--- config.mk ---
export PLATFORM = sky130hd
export DESIGN_NAME = elgamal_signature_verify_unit
export DESIGN_NICKNAME = d
export VERILOG_FILES = /design/src/hdl/elg_pkg.sv /design/src/hdl/elg_datapath.sv /design/src/hdl/elg_ctrl.sv /design/src/hdl/elgamal_signature_verify_unit.sv
export SDC_FILE = /design/constraint.sdc
export NUM_CORES = 1
export LEC_CHECK = 0
export BUFFER_PORTS_ARGS = -buffer_cell sky130_fd_sc_hd__buf_2
export CELL_PAD_IN_SITES_DETAIL_PLACEMENT = 1
export CELL_PAD_IN_SITES_GLOBAL_PLACEMENT = 1
export CORE_MARGIN = 5
export CORE_UTILIZATION = 47
export DETAILED_ROUTE_END_ITERATION = 6
export GPL_ROUTABILITY_DRIVEN = 0
export PLACE_DENSITY_LB_ADDON = 0.05
export SKIP_CTS_REPAIR_TIMING = 1
export SYNTH_ARGS = -nofsm -noshare
export SYNTH_HDL_FRONTEND = slang
export SYNTH_HIERARCHICAL = 1
export SYNTH_SLANG_ARGS = --single-unit
--- constraint.sdc ---
create_clock -name clk -period 14.67 [get_ports clk]
set_input_delay 1.467 -clock clk [delete_from_list [all_inputs] [get_ports clk]]
set_output_delay 1.467 -clock clk [all_outputs]
set_load 0.02 [all_outputs]
--- src/hdl/elg_pkg.sv ---
package elg_pkg;

	// operand width of the modulus and all values
	localparam int W = 31;
	localparam int CNT_W = $clog2(W + 1);

	// register indexes of the configuration channel
	localparam logic [1:0] CFG_PRIME = 2'd0;
	localparam logic [1:0] CFG_GEN   = 2'd1;
	localparam logic [1:0] CFG_PUB   = 2'd2;

	// exponentiation selector: which base and exponent
	localparam logic [1:0] SEL_PUB = 2'd0;  // public_key ^ sig_r
	localparam logic [1:0] SEL_SIG = 2'd1;  // sig_r ^ sig_s
	localparam logic [1:0] SEL_GEN = 2'd2;  // generator ^ message

	// kinds of modular multiply
	localparam logic [1:0] MK_REDUCE = 2'd0;  // 1 * raw base -> base
	localparam logic [1:0] MK_RES    = 2'd1;  // res * base -> res
	localparam logic [1:0] MK_SQR    = 2'd2;  // base * base -> base
	localparam logic [1:0] MK_LEFT   = 2'd3;  // hold * res -> hold

	typedef struct packed {
		logic [W-1:0] sig_r;
		logic [W-1:0] sig_s;
		logic [W-1:0] message;
	} in_t;

	typedef struct packed {
		logic         verified;
		logic [W-1:0] left_side;
		logic [W-1:0] right_side;
	} out_t;

	typedef struct packed {
		logic       capture;
		logic       exp_init;
		logic [1:0] sel;
		logic       mul_start;
		logic [1:0] kind;
		logic       shift_exp;
		logic       save_hold;
		logic       save_right;
	} cmd_t;

	typedef struct packed {
		logic p_zero;
		logic mul_done;
		logic exp_zero;
		logic exp_lsb;
	} sts_t;

endpackage

--- src/hdl/elg_datapath.sv ---
module elg_datapath (
	input  logic                 clk,
	input  logic                 arst_n,
	input  logic [elg_pkg::W-1:0] prime,
	input  logic [elg_pkg::W-1:0] gen,
	input  logic [elg_pkg::W-1:0] pub,
	input  elg_pkg::in_t         item,
	input  elg_pkg::cmd_t        cmd,
	output elg_pkg::sts_t        sts,
	output elg_pkg::out_t        result
);

	localparam int W = elg_pkg::W;

	logic [W-1:0] r_q, s_q, m_q;
	logic         zero_q;
	logic [W-1:0] exp_q, base_q, res_q, hold_q, right_q;
	logic [W-1:0] acc_q, ma_q, mb_q;
	logic [elg_pkg::CNT_W-1:0] mcnt_q;
	logic         mrun_q;
	logic [1:0]   kind_q;

	logic [W:0]   dbl, sum;
	logic [W-1:0] dr, nr;
	logic [W-1:0] raw_base, exp_src, op_a, op_b;
	logic         last;

	// operand selection for a new exponentiation
	always_comb begin
		case (cmd.sel)
			elg_pkg::SEL_PUB: begin raw_base = pub; exp_src = r_q; end
			elg_pkg::SEL_SIG: begin raw_base = r_q; exp_src = s_q; end
			default:          begin raw_base = gen; exp_src = m_q; end
		endcase
	end

	// multiplier operands by kind
	always_comb begin
		case (cmd.kind)
			elg_pkg::MK_REDUCE: begin op_a = W'(1); op_b = raw_base; end
			elg_pkg::MK_RES:    begin op_a = res_q; op_b = base_q;   end
			elg_pkg::MK_SQR:    begin op_a = base_q; op_b = base_q;  end
			default:            begin op_a = hold_q; op_b = res_q;   end
		endcase
	end

	// one msb-first step of shift-and-add modular multiply
	always_comb begin
		dbl = {acc_q, 1'b0};
		dr  = (dbl >= {1'b0, prime}) ? W'(dbl - {1'b0, prime}) : W'(dbl);
		sum = {1'b0, dr} + (mb_q[W-1] ? {1'b0, ma_q} : '0);
		nr  = (sum >= {1'b0, prime}) ? W'(sum - {1'b0, prime}) : W'(sum);
	end

	assign last = mrun_q && (mcnt_q == elg_pkg::CNT_W'(1));

	// multiplier sequencing
	always_ff @(posedge clk or negedge arst_n) begin
		if (!arst_n) begin
			mrun_q <= 1'b0;
			mcnt_q <= '0;
		end else if (cmd.mul_start) begin
			mrun_q <= 1'b1;
			mcnt_q <= elg_pkg::CNT_W'(W);
		end else if (mrun_q) begin
			mcnt_q <= mcnt_q - 1'b1;
			if (last) mrun_q <= 1'b0;
		end
	end

	// multiplier payload
	always_ff @(posedge clk) begin
		if (cmd.mul_start) begin
			acc_q  <= '0;
			ma_q   <= op_a;
			mb_q   <= op_b;
			kind_q <= cmd.kind;
		end else if (mrun_q) begin
			acc_q <= nr;
			mb_q  <= {mb_q[W-2:0], 1'b0};
		end
	end

	// exponentiation registers and writeback
	always_ff @(posedge clk) begin
		if (cmd.capture) begin
			r_q    <= item.sig_r;
			s_q    <= item.sig_s;
			m_q    <= item.message;
			zero_q <= (prime == '0);
		end
		if (cmd.exp_init) begin
			exp_q <= exp_src;
			res_q <= W'(1);
		end
		if (cmd.shift_exp) exp_q <= {1'b0, exp_q[W-1:1]};
		if (cmd.save_hold) hold_q <= res_q;
		if (cmd.save_right) right_q <= res_q;
		if (last) begin
			case (kind_q)
				elg_pkg::MK_RES:  res_q <= nr;
				elg_pkg::MK_LEFT: hold_q <= nr;
				default:          base_q <= nr;
			endcase
		end
	end

	assign sts.p_zero   = (prime == '0);
	assign sts.mul_done = last;
	assign sts.exp_zero = (exp_q == '0);
	assign sts.exp_lsb  = exp_q[0];

	// result fields, all zero for a zero modulus
	assign result.left_side  = zero_q ? '0 : hold_q;
	assign result.right_side = zero_q ? '0 : right_q;
	assign result.verified   = zero_q ? 1'b0 : (hold_q == right_q);

endmodule

--- src/hdl/elg_ctrl.sv ---
module elg_ctrl (
	input  logic          clk,
	input  logic          arst_n,
	input  logic          start,
	input  elg_pkg::sts_t sts,
	output elg_pkg::cmd_t cmd,
	output logic          busy,
	output logic          done
);

	localparam logic [3:0] ST_IDLE  = 4'd0;
	localparam logic [3:0] ST_INIT  = 4'd1;
	localparam logic [3:0] ST_WRED  = 4'd2;
	localparam logic [3:0] ST_CHK   = 4'd3;
	localparam logic [3:0] ST_WRES  = 4'd4;
	localparam logic [3:0] ST_SQ    = 4'd5;
	localparam logic [3:0] ST_WSQ   = 4'd6;
	localparam logic [3:0] ST_FIN   = 4'd7;
	localparam logic [3:0] ST_WLEFT = 4'd8;
	localparam logic [3:0] ST_DONE  = 4'd9;

	logic [3:0] state_q, state_d;
	logic [1:0] k_q, k_d;

	// next state and commands
	always_comb begin
		state_d = state_q;
		k_d     = k_q;
		cmd     = '0;
		cmd.sel = k_q;
		unique case (state_q)
			ST_IDLE: begin
				if (start) begin
					cmd.capture = 1'b1;
					k_d = elg_pkg::SEL_PUB;
					state_d = sts.p_zero ? ST_DONE : ST_INIT;
				end
			end
			ST_INIT: begin
				cmd.exp_init  = 1'b1;
				cmd.mul_start = 1'b1;
				cmd.kind      = elg_pkg::MK_REDUCE;
				state_d = ST_WRED;
			end
			ST_WRED: if (sts.mul_done) state_d = ST_CHK;
			ST_CHK: begin
				if (sts.exp_zero) begin
					state_d = ST_FIN;
				end else if (sts.exp_lsb) begin
					cmd.mul_start = 1'b1;
					cmd.kind = elg_pkg::MK_RES;
					state_d = ST_WRES;
				end else begin
					state_d = ST_SQ;
				end
			end
			ST_WRES: if (sts.mul_done) state_d = ST_SQ;
			ST_SQ: begin
				cmd.mul_start = 1'b1;
				cmd.kind = elg_pkg::MK_SQR;
				state_d = ST_WSQ;
			end
			ST_WSQ: begin
				if (sts.mul_done) begin
					cmd.shift_exp = 1'b1;
					state_d = ST_CHK;
				end
			end
			ST_FIN: begin
				unique case (k_q)
					elg_pkg::SEL_PUB: begin
						cmd.save_hold = 1'b1;
						k_d = elg_pkg::SEL_SIG;
						state_d = ST_INIT;
					end
					elg_pkg::SEL_SIG: begin
						cmd.mul_start = 1'b1;
						cmd.kind = elg_pkg::MK_LEFT;
						state_d = ST_WLEFT;
					end
					default: begin
						cmd.save_right = 1'b1;
						state_d = ST_DONE;
					end
				endcase
			end
			ST_WLEFT: begin
				if (sts.mul_done) begin
					k_d = elg_pkg::SEL_GEN;
					state_d = ST_INIT;
				end
			end
			ST_DONE: state_d = ST_IDLE;
			default: state_d = ST_IDLE;
		endcase
	end

	always_ff @(posedge clk or negedge arst_n) begin
		if (!arst_n) begin
			state_q <= ST_IDLE;
			k_q     <= elg_pkg::SEL_PUB;
		end else begin
			state_q <= state_d;
			k_q     <= k_d;
		end
	end

	assign busy = (state_q != ST_IDLE);
	assign done = (state_q == ST_DONE);

endmodule

--- src/hdl/elgamal_signature_verify_unit.sv ---
// ElGamal signature check: left = pub^r * r^s mod p against right = g^m mod p.
// Configuration channel: cfg_valid/cfg_ready with cfg_index (0 prime modulus,
// 1 generator, 2 public key) and cfg_data; cfg_ready is always high and
// unknown indexes are dropped. Write only while busy is low.
// Input: a transaction is taken when start is high and busy is low; item
// carries sig_r, sig_s and message. busy stays high until the result.
// Output: done is high for one cycle with result (verified, left_side,
// right_side) valid in that cycle; the receiver cannot stall.
// Sequencing: one shared bit-serial modular multiplier, launched from a control
// state for each multiply. Each of the three exponentiations first reduces
// the base, then for each exponent bit up to the top set bit squares the base
// and, when the bit is set, first multiplies it into the result, then closes;
// the final left product adds one more multiply. A zero modulus raises done
// in the next cycle.
// busy falls the cycle after done, so items are handled one at a time.
// Reset: registers return to prime 23, generator 5, public key 1, idle.
module elgamal_signature_verify_unit (
	input  logic                  clk,
	input  logic                  arst_n,
	input  logic                  cfg_valid,
	output logic                  cfg_ready,
	input  logic [1:0]            cfg_index,
	input  logic [elg_pkg::W-1:0] cfg_data,
	input  logic                  start,
	output logic                  busy,
	input  elg_pkg::in_t          item,
	output logic                  done,
	output elg_pkg::out_t         result
);

	localparam int W = elg_pkg::W;

	logic [W-1:0]  prime_q, gen_q, pub_q;
	elg_pkg::cmd_t cmd;
	elg_pkg::sts_t sts;

	assign cfg_ready = 1'b1;

	// configuration registers
	always_ff @(posedge clk or negedge arst_n) begin
		if (!arst_n) begin
			prime_q <= W'(23);
			gen_q   <= W'(5);
			pub_q   <= W'(1);
		end else if (cfg_valid) begin
			unique case (cfg_index)
				elg_pkg::CFG_PRIME: prime_q <= cfg_data;
				elg_pkg::CFG_GEN:   gen_q   <= cfg_data;
				elg_pkg::CFG_PUB:   pub_q   <= cfg_data;
				default: ;
			endcase
		end
	end

	elg_ctrl u_ctrl (
		.clk    (clk),
		.arst_n (arst_n),
		.start  (start),
		.sts    (sts),
		.cmd    (cmd),
		.busy   (busy),
		.done   (done)
	);

	elg_datapath u_dp (
		.clk    (clk),
		.arst_n (arst_n),
		.prime  (prime_q),
		.gen    (gen_q),
		.pub    (pub_q),
		.item   (item),
		.cmd    (cmd),
		.sts    (sts),
		.result (result)
	);

`ifndef NO_ASSERTIONS
	a_accept_busy: assert property (@(posedge clk) disable iff (!arst_n)
		start && !busy |=> busy) else $error("accepted item did not raise busy");
	a_done_release: assert property (@(posedge clk) disable iff (!arst_n)
		done |=> !busy && !done) else $error("busy held after result");
	a_done_in_busy: assert property (@(posedge clk) disable iff (!arst_n)
		done |-> busy) else $error("result strobe while idle");
	a_verdict: assert property (@(posedge clk) disable iff (!arst_n)
		done && result.verified |-> result.left_side == result.right_side)
		else $error("verified with differing sides");
`endif

endmodule

# Word-level counts from Yosys, hierarchy flattened
# Index checks and enable logic that the tools add are counted.
[word_totals]
wordCells = 122
regBits = 449
[classes]
n_addsub = 4
n_mux = 50
bitwise_logic = 1
n_lt_le_gt_ge = 2
reduce_logical = 21
eq_ne = 23
[op_table]
columns = ["operator", "count"]
rows = [
  ["$mux W31", 13],
  ["$pmux W31 S2", 3],
  ["$pmux W31 S3", 1],
  ["$ge A32 B31 Y1", 2],
  ["$logic_not A31 Y1", 2],
  ["$sub A31 B31 Y31", 2],
  ["$mux W30", 2],
  ["$add A31 B31 Y32", 1],
  ["$pmux W4 S8", 1],
  ["$eq A31 B31 Y1", 1],
  ["$mux W4", 6],
  ["$eq A4 B3 Y1 const B", 4],
  ["$mux W1", 12],
  ["$pmux W3 S4", 1],
  ["$mux W5", 2],
  ["$mux W3", 3],
  ["$eq A2 B1 Y1 const B", 4],
  ["$eq A4 B2 Y1 const B", 2],
  ["$eq A4 B4 Y1 const B", 2],
  ["$mux W2", 4],
  ["$ne A2 B1 Y1 const B", 4],
  ["$pmux W4 S2", 1],
  ["$reduce_and A2 Y1", 4],
  ["$reduce_and A4 Y1", 2],
  ["other kinds (14)", 22],
]

# Logic depth before layout (Yosys ltp)
# Gate-level depths: netlist (run 1).
[depth]
word_depth = 7
ltp_mapped = 35
depth_no_buf = 29

# Cells and area by module
# Netlist (run 1), hierarchy kept.
[modules_own_cells]
columns = ["module", "instances", "seq_area_each_um2", "cells_each", "area_each_um2"]
rows = [
  ["elg_datapath", 1, 9539.1, 2224, 21521.9],
  ["elgamal_signature_verify_unit", 1, 2336.0, 200, 3474.6],
  ["elg_ctrl", 1, 150.1, 57, 455.4],
]

# Worst setup path before layout (run 1)
# No wires, ideal clock.
[synth_timing]
kind = "flip-flop to flip-flop"
from = "register prime_q[0]"
to = "register u_dp.base_q[25] (data pin)"
setup_slack_ps = 7804
path_stages_with_launch = 31
required_ps = 14411
period_less_slack_ps = 6866
arrival_time_ps = 6607
setup_ps = 259
path_cell_list = "dfstp_2 -> inv_1 -> fa_1 -> a211oi_1 -> o21ai_1 -> a41oi_1 -> and3_1 -> o31a_1 -> a21oi_2 -> a2111oi_4 -> buf_6 -> mux2_4 -> fa_1 -> a21oi_1 -> o21ai_0 -> a21o_1 -> a21o_1 -> a21oi_1 -> xnor2_1 -> inv_1 -> ha_1 -> and4_4 -> nand2_1 -> o2bb2ai_2 -> o211ai_2 -> a2111oi_4 -> a211o_4 -> buf_8 -> buf_8 -> mux2i_1 -> inv_1"
[synth_via]
elab_chain_cells = 5
elab_cells_between_ends = 7
classes_between = "3 x add/sub; 2 x order compare; 2 x mux"
[synth_rtl]
columns = ["item", "line_no", "source"]
rows = [
  ["start: declaration", "elgamal_signature_verify_unit.sv:33", "logic [W-1:0] prime_q, gen_q, pub_q;"],
  ["start signal: assignment", "elgamal_signature_verify_unit.sv:47", "elg_pkg::CFG_PRIME: prime_q <= cfg_data;"],
  ["$sub A31 B31 Y31 / $ge A32 B31 Y1 (equally long branches)", "elg_datapath.sv:50", "dr = (dbl >= {1'b0, prime}) ? W'(dbl - {1'b0, prime}) : W'(dbl);"],
  ["$mux W31", "elg_datapath.sv:50", ""],
  ["$add A31 B31 Y32", "elg_datapath.sv:51", "sum = {1'b0, dr} + (mb_q[W-1] ? {1'b0, ma_q} : '0);"],
  ["$sub A31 B31 Y31 / $ge A32 B31 Y1 (equally long branches)", "elg_datapath.sv:52", "nr = (sum >= {1'b0, prime}) ? W'(sum - {1'b0, prime}) : W'(sum);"],
  ["$mux W31 (*)", "elg_datapath.sv:52", ""],
  ["net u_dp.nr[25]", "elg_datapath.sv:24", "logic [W-1:0] dr, nr;"],
  ["end signal: assignment", "elg_datapath.sv:103", "default: base_q <= nr;"],
  ["end: declaration", "elg_datapath.sv:17", "logic [W-1:0] exp_q, base_q, res_q, hold_q, right_q;"],
]
# The timed path passes the listed nets; every way through them passes the cells marked *.
# A chain may end at the register's enable or synchronous reset.

# Worst setup path after layout (run 1)
[layout_timing]
from = "register prime_q[0]"
to = "register u_dp.base_q[21] (data pin)"
# Same word-level chain as after synthesis.

==> results of run 1 <==
-- path summary, 6_finish.rpt --
check,to,slack (ns),startpoint,cells past startpoint
max reg2reg,u_dp/base_q[21],5.88,prime_q[0],28
min,gen_q[19],0.50,gen_q[19],1
max,u_dp/base_q[21],5.88,prime_q[0],28
min reg2reg,gen_q[19],0.50,gen_q[19],1
min in group asynchronous,pub_q[4],0.94,arst_n,1
max in group asynchronous,u_ctrl/k_q[0],12.51,arst_n,2
-- logic make-up after synthesis --
group / count (synthesis) / share of synthesized area (%)
and+or+nand+nor: 700 / 13.9
AOI/OAI and AO/OA: 678 / 17.2
DFF: 449 / 47.2
buffers and inverters: 232 / 3.80
muxes: 215 / 9.17
xor gates and xnor gates: 104 / 3.58
adders and majority gates: 102 / 5.10
other: 1 / 0.0147
-- layout by cell type, fill, tap and decap left out, types with 61 or more instances in the layout --
cell type / synthesis / final
a21oi_1: 147 / 146
a22oi_1: 61 / 61
buf_2: 14 / 193
dfrtp_1: 98 / 95
dfxtp_1: 94 / 94
edfxtp_1: 250 / 250
ha_1: 99 / 95
inv_1: 89 / 89
mux2_2: 122 / 122
mux2i_1: 85 / 85
nand2_1: 239 / 239
nor2_1: 126 / 123
nor2b_1: 112 / 111
o21ai_0: 219 / 219
xor2_1: 64 / 64
-- worst reg2reg max path: cells and delay by family, from the launching register on --
| family | cells | cell delay [ns] |
|---|---|---|
| AO/OA/AOI/OAI | 14 | 3.44 |
| buffers and inverters | 3 | 0.70 |
| multiplexers | 2 | 0.97 |
| flip-flops | 1 | 0.57 |
| AND/OR/NAND/NOR | 5 | 1.16 |
| adder cells (fa/ha/maj) | 3 | 1.17 |
| XOR/XNOR | 1 | 0.51 |
-- metal layers --
metal / vias up / GRT usage (%)
met1: 10039 / 36.6
met3: 193 / 4.08
met2: 618 / 49.2
li1: 9305 / -
met5: - / 0
met4: 6 / 13.1
-- state kept, by name, summed over array words and instances, names as in the netlist, 2 cells and up --
name and flops:
gen_q 31, prime_q 31, pub_q 31, u_ctrl/k_q 2
u_ctrl/state_q 4, u_dp/acc_q 31, u_dp/base_q 31, u_dp/exp_q 31
u_dp/hold_q 31, u_dp/kind_q 2, u_dp/m_q 31, u_dp/ma_q 31
u_dp/mb_q 31, u_dp/mcnt_q 5, u_dp/r_q 31, u_dp/res_q 31
u_dp/right_q 31, u_dp/s_q 31
-- through the flow --
step	utilization [%]	setup slack, ns	hold WS, ns	cell area (um^2)
after floorplan	-	7.80	0.462	25500
after global placement	50.1	6.26	0.486	26900
after CTS	53.4	5.95	0.508	28700
final	53.4	5.88	0.504	28700
after detailed placement	50.1	6.04	0.493	26900
after global routing	53.4	5.40	0.516	28700
-- cell type report --
class,instances,area [um^2]
Fill cell,5888,25000
Inverter,90,338
Timing Repair Buffer,214,1120
Antenna cell,1,2.50
Multi-Input combinational cell,1800,12500
Clock inverter,27,300
Tap cell,696,871
Clock buffer,69,1500
Sequential cell,449,12000
==> out/metrics.yaml, run 1 <==
rsz0062_at_grt: "no"
routed-wl-met2_mm: 42.3
tightest_slew_ns: 1.26
dieArea_um2: 58900
path_buf_inv: 3
slew_headroom_pct: 15.7
drv_slew: 0
grt_pass1_vias: 20986
io_pins: 196
row_count: 85
cts_root_buffer: "clkbuf_16"
async_flop_share_pct: 23.4
nets: 2838
finalHoldViolCount: 0
synth_top_area_share_pct: 29.5
drtAntennaViolNets: 0
die_h_um: 243
cts_tree: "yes"
placed_cells: 3249
drc_errors: 0
cts.sinks: 449
syn_area_per_cell_um2: 10.3
wire_per_inst_um: 26.3
fin_worst_skew_ns: 0.0254
required_ns: 15.00
yosys.cell_count.top_type: "edfxtp_1"
die_x_um: 243
coreArea_um2: 53700
grt_pass1_wl_mm: 131
grt_overflow: 0
clock_latency_ns: 0.61
portBuffers: 194
synth.yosys.seq_area_share_pct: 47.2
critPathMaxStageDelay_ns: 0.62
start_kind: "flop"
clk_pin_slew_ns: 0.06
antenna_found_initial: 4
drive_gt1_share_pct: 18.9
synthToLayoutAreaGrowth_pct: 12.7
dr_wl_met3_mm: 4.71
setup_viol: 0
synth_fp_nets: 2713
fin_cells: 3346
vias: 20161
path_class: "flop to flop"
synth_edf_count: 250
synth_seq_cells: 449
cts-buffers-inserted: 51
fin_setup_tns_ns: 0
wl_met1_mm: 36.2
dp_hpwl_mm: 65.7
cp_max_fo: 59
ys_types: 91
arrival_ns: 9.12
layout_min_cycle_time_ns: 8.79
synth_top_cell_by_area: "edfxtp_1"
synth_flop_cell: "edfxtp_1"
ys_top_cells_by_area: "edfxtp_1 29%, dfrtp_1 9.6%, dfxtp_1 7.4%"
highest_layer: "met5"
crit_slowest_cell: "a211o_4"
syn_area_um2: 25500
track_usage_pct: 28.9
syn_inst: 2481
hp-class: "flop to flop"
first_pass_iters: 5
cp-end-kind: "flop"
synthTopCellsByCount: "250 x edfxtp_1, 239 x nand2_1, 219 x o21ai_0, 147 x a21oi_1, 126 x nor2_1"
fmax_mhz: 114
drv_cap: 0
yosysWarnings: 6
status: "finished clean"
drt_iter0_drc: 1584
fin_crit_sh_pct: 59.9
floorplan.initialDensity_pct: 47.4
path_delay_family: "compound AO/OA/AOI/OAI gates"
cts_buffer_depth: 3
htree_levels: 2
routed_via_density: 6.03
grt_max_degree: 97
drt-total-wl_mm: 88.0
Power of run 1 is not shown: default switching activity piles up to over one toggle a cycle in this logic, so the estimate is an artifact.
==> run 2, diff against run 1 <==
--- a/config.mk
+++ b/config.mk
@@ -9,7 +9,7 @@
 export CELL_PAD_IN_SITES_DETAIL_PLACEMENT = 1
 export CELL_PAD_IN_SITES_GLOBAL_PLACEMENT = 1
 export CORE_MARGIN = 5
-export CORE_UTILIZATION = 47
+export CORE_UTILIZATION = 44
 export DETAILED_ROUTE_END_ITERATION = 6
 export GPL_ROUTABILITY_DRIVEN = 0
 export PLACE_DENSITY_LB_ADDON = 0.05
==> constraint.sdc (replaced) <==
create_clock -name clk -period 7.85 [get_ports clk]
set_input_delay 0.785 -clock clk [delete_from_list [all_inputs] [get_ports clk]]
set_output_delay 0.785 -clock clk [all_outputs]
set_load 0.02 [all_outputs]
==> out/metrics.yaml, run 2 (synthesized netlist as in run 1, its figures left out) <==
status: "finished clean"  # unchanged
path_class: "flop to flop"  # unchanged
setup_viol: 0  # unchanged
required_ns: 8.22  # was 15.00 ns
drv_slew: 0  # unchanged
final_core_util_pct: 51.2  # was 53.4%
tightest_slew_ns: 1.21  # was 1.26 ns
fin_worst_skew_ns: 0.0421  # was 0.0254 ns
seqCellArea_um2: 12000  # unchanged
track_usage_pct: 26.9  # was 28.9%
nets: 2904  # was 2838
slew_headroom_pct: 19.2  # was 15.7%
pre_cts_slack_ns: -0.160  # was 6.04 ns
die_h_um: 251  # was 243 um
clock_latency_ns: 0.61  # about the same
antenna_found_initial: 2  # was 4
die_x_um: 251  # was 243 um
start_kind: "flop"  # unchanged
drive_gt1_share_pct: 22.3  # was 18.9%
clk_pin_slew_ns: 0.07  # was 0.06 ns
fin_crit_sh_pct: 96.1  # was 59.9%
finalHoldViolCount: 0  # unchanged
multiInputGateArea_um2: 12800  # was 12500 um^2
drt_iter0_drc: 1369  # was 1584
fmax_mhz: 133  # was 114 MHz
floorplan.initialDensity_pct: 44.3  # was 47.4%
vias: 20433  # was 20161
final_common_cell: "edfxtp_1"  # unchanged
fin_area_um2: 29400  # was 28700 um^2
critPathMaxStageDelay_ns: 0.56  # was 0.62 ns
cts_buffer_depth: 3  # unchanged
htree_levels: 2  # unchanged
dieArea_um2: 62800  # was 58900 um^2
portBuffers: 194  # unchanged
cp-end-kind: "flop"  # unchanged
cts_tree: "yes"  # unchanged
row_count: 88  # was 85
synthToLayoutAreaGrowth_pct: 15.6  # was 12.7%
hp-class: "input pin to asynchronous set/reset pin"  # was flop to flop
cts-buffers-inserted: 53  # was 51
drc_errors: 0  # unchanged
grt_overflow: 0  # unchanged
cts_root_buffer: "clkbuf_16"  # unchanged
fill_cells: 6376  # was 5888
grt_pass1_vias: 20866  # was 20986
arrival_ns: 7.91  # was 9.12 ns
drt-total-wl_mm: 89.3  # was 88.0 mm
cts.sinks: 449  # unchanged
grt_max_degree: 81  # was 97
grt_pass1_wl_mm: 130  # was 131 mm
dpl-instance-area_um2: 27400  # was 26900 um^2
drtAntennaViolNets: 0  # unchanged
setup_ws_ns: 0.309  # was 5.88 ns
dp_hpwl_mm: 66.6  # was 65.7 mm
drv_cap: 0  # unchanged
fin_setup_tns_ns: 0  # unchanged
crit_slowest_cell: "dfstp_2"  # was a211o_4
io_pins: 196  # unchanged
routed_via_density: 5.86  # was 6.03
coreArea_um2: 57500  # was 53700 um^2
wire_per_inst_um: 25.6  # was 26.3 um
cp_max_fo: 8  # was 59
first_pass_iters: 7  # was 5
layout_common_cells: "250 x edfxtp_1, 239 x nand2_1, 216 x o21ai_0, 193 x buf_2, 142 x a21oi_1"  # was 250 x edfxtp_1, 239 x nand2_1, 219 x o21ai_0, 193 x buf_2, 146 x a21oi_1
layout_min_cycle_time_ns: 7.54  # was 8.79 ns
==> run 2: changes by cell type in the layout (fill, tap and decap cells not counted), sizes merged <==
cell	change
clkbuf	+1
diode	+1
inv	-3
buf	+63
bufinv	-3
clkinvlp	+1
clkinv	+9
==> run 2: worst max-delay path, delay by kind of cell, from the launching register on <==
kind	cells	cell delay [ns]
AND/OR/NAND/NOR	4	0.86
multiplexers	2	0.51
buffers and inverters	4	0.61
AO/OA/AOI/OAI	15	3.14
flip-flops	1	0.56
adder cells (fa/ha/maj)	3	1.30
XOR/XNOR	2	0.30
==> run 2: worst paths after layout <==
| check | startpoint | end | slack (ns) | cells past startpoint |
|---|---|---|---|---|
| max | prime_q[0] | u_dp/base_q[28] | 0.31 | 30 |
| min | arst_n | pub_q[3] | 0.28 | 1 |
| max reg2reg | prime_q[0] | u_dp/base_q[28] | 0.31 | 30 |
| min reg2reg | pub_q[11] | pub_q[11] | 0.50 | 1 |
| max in group asynchronous | arst_n | u_dp/mrun_q | 6.39 | 2 |
| min in group clk | item[26] | u_dp/m_q[26] | 0.36 | 1 |
==> run 2: layout make-up <==
cell class                      count  share of cell area [%]
Multi-Input combinational cell   1800                    43.4
Antenna cell                        2                  0.0170
Timing Repair Buffer              278                    5.63
Tap cell                          765                    3.25
Sequential cell                   449                    40.9
Clock inverter                     31                   0.842
Inverter                           90                    1.15
Clock buffer                       69                    4.81
==> run 2: metal layers <==
layer,wire length (um),GRT usage (%)
met2,43600,46.5
met1,37700,34.8
met3,4240,3.47
met5,7,0
met4,3790,9.62
==> run 2: metrics by stage <==
stage          hold WS [ns]  std cells
2_1_floorplan         0.462       2481
3_3_place_gp          0.486       3368
3_5_place_dp          0.493       3368
4_1_cts               0.282       3468
5_1_grt               0.322       3482
6_report              0.276       3484
Power of run 2 is left out for the same reason.
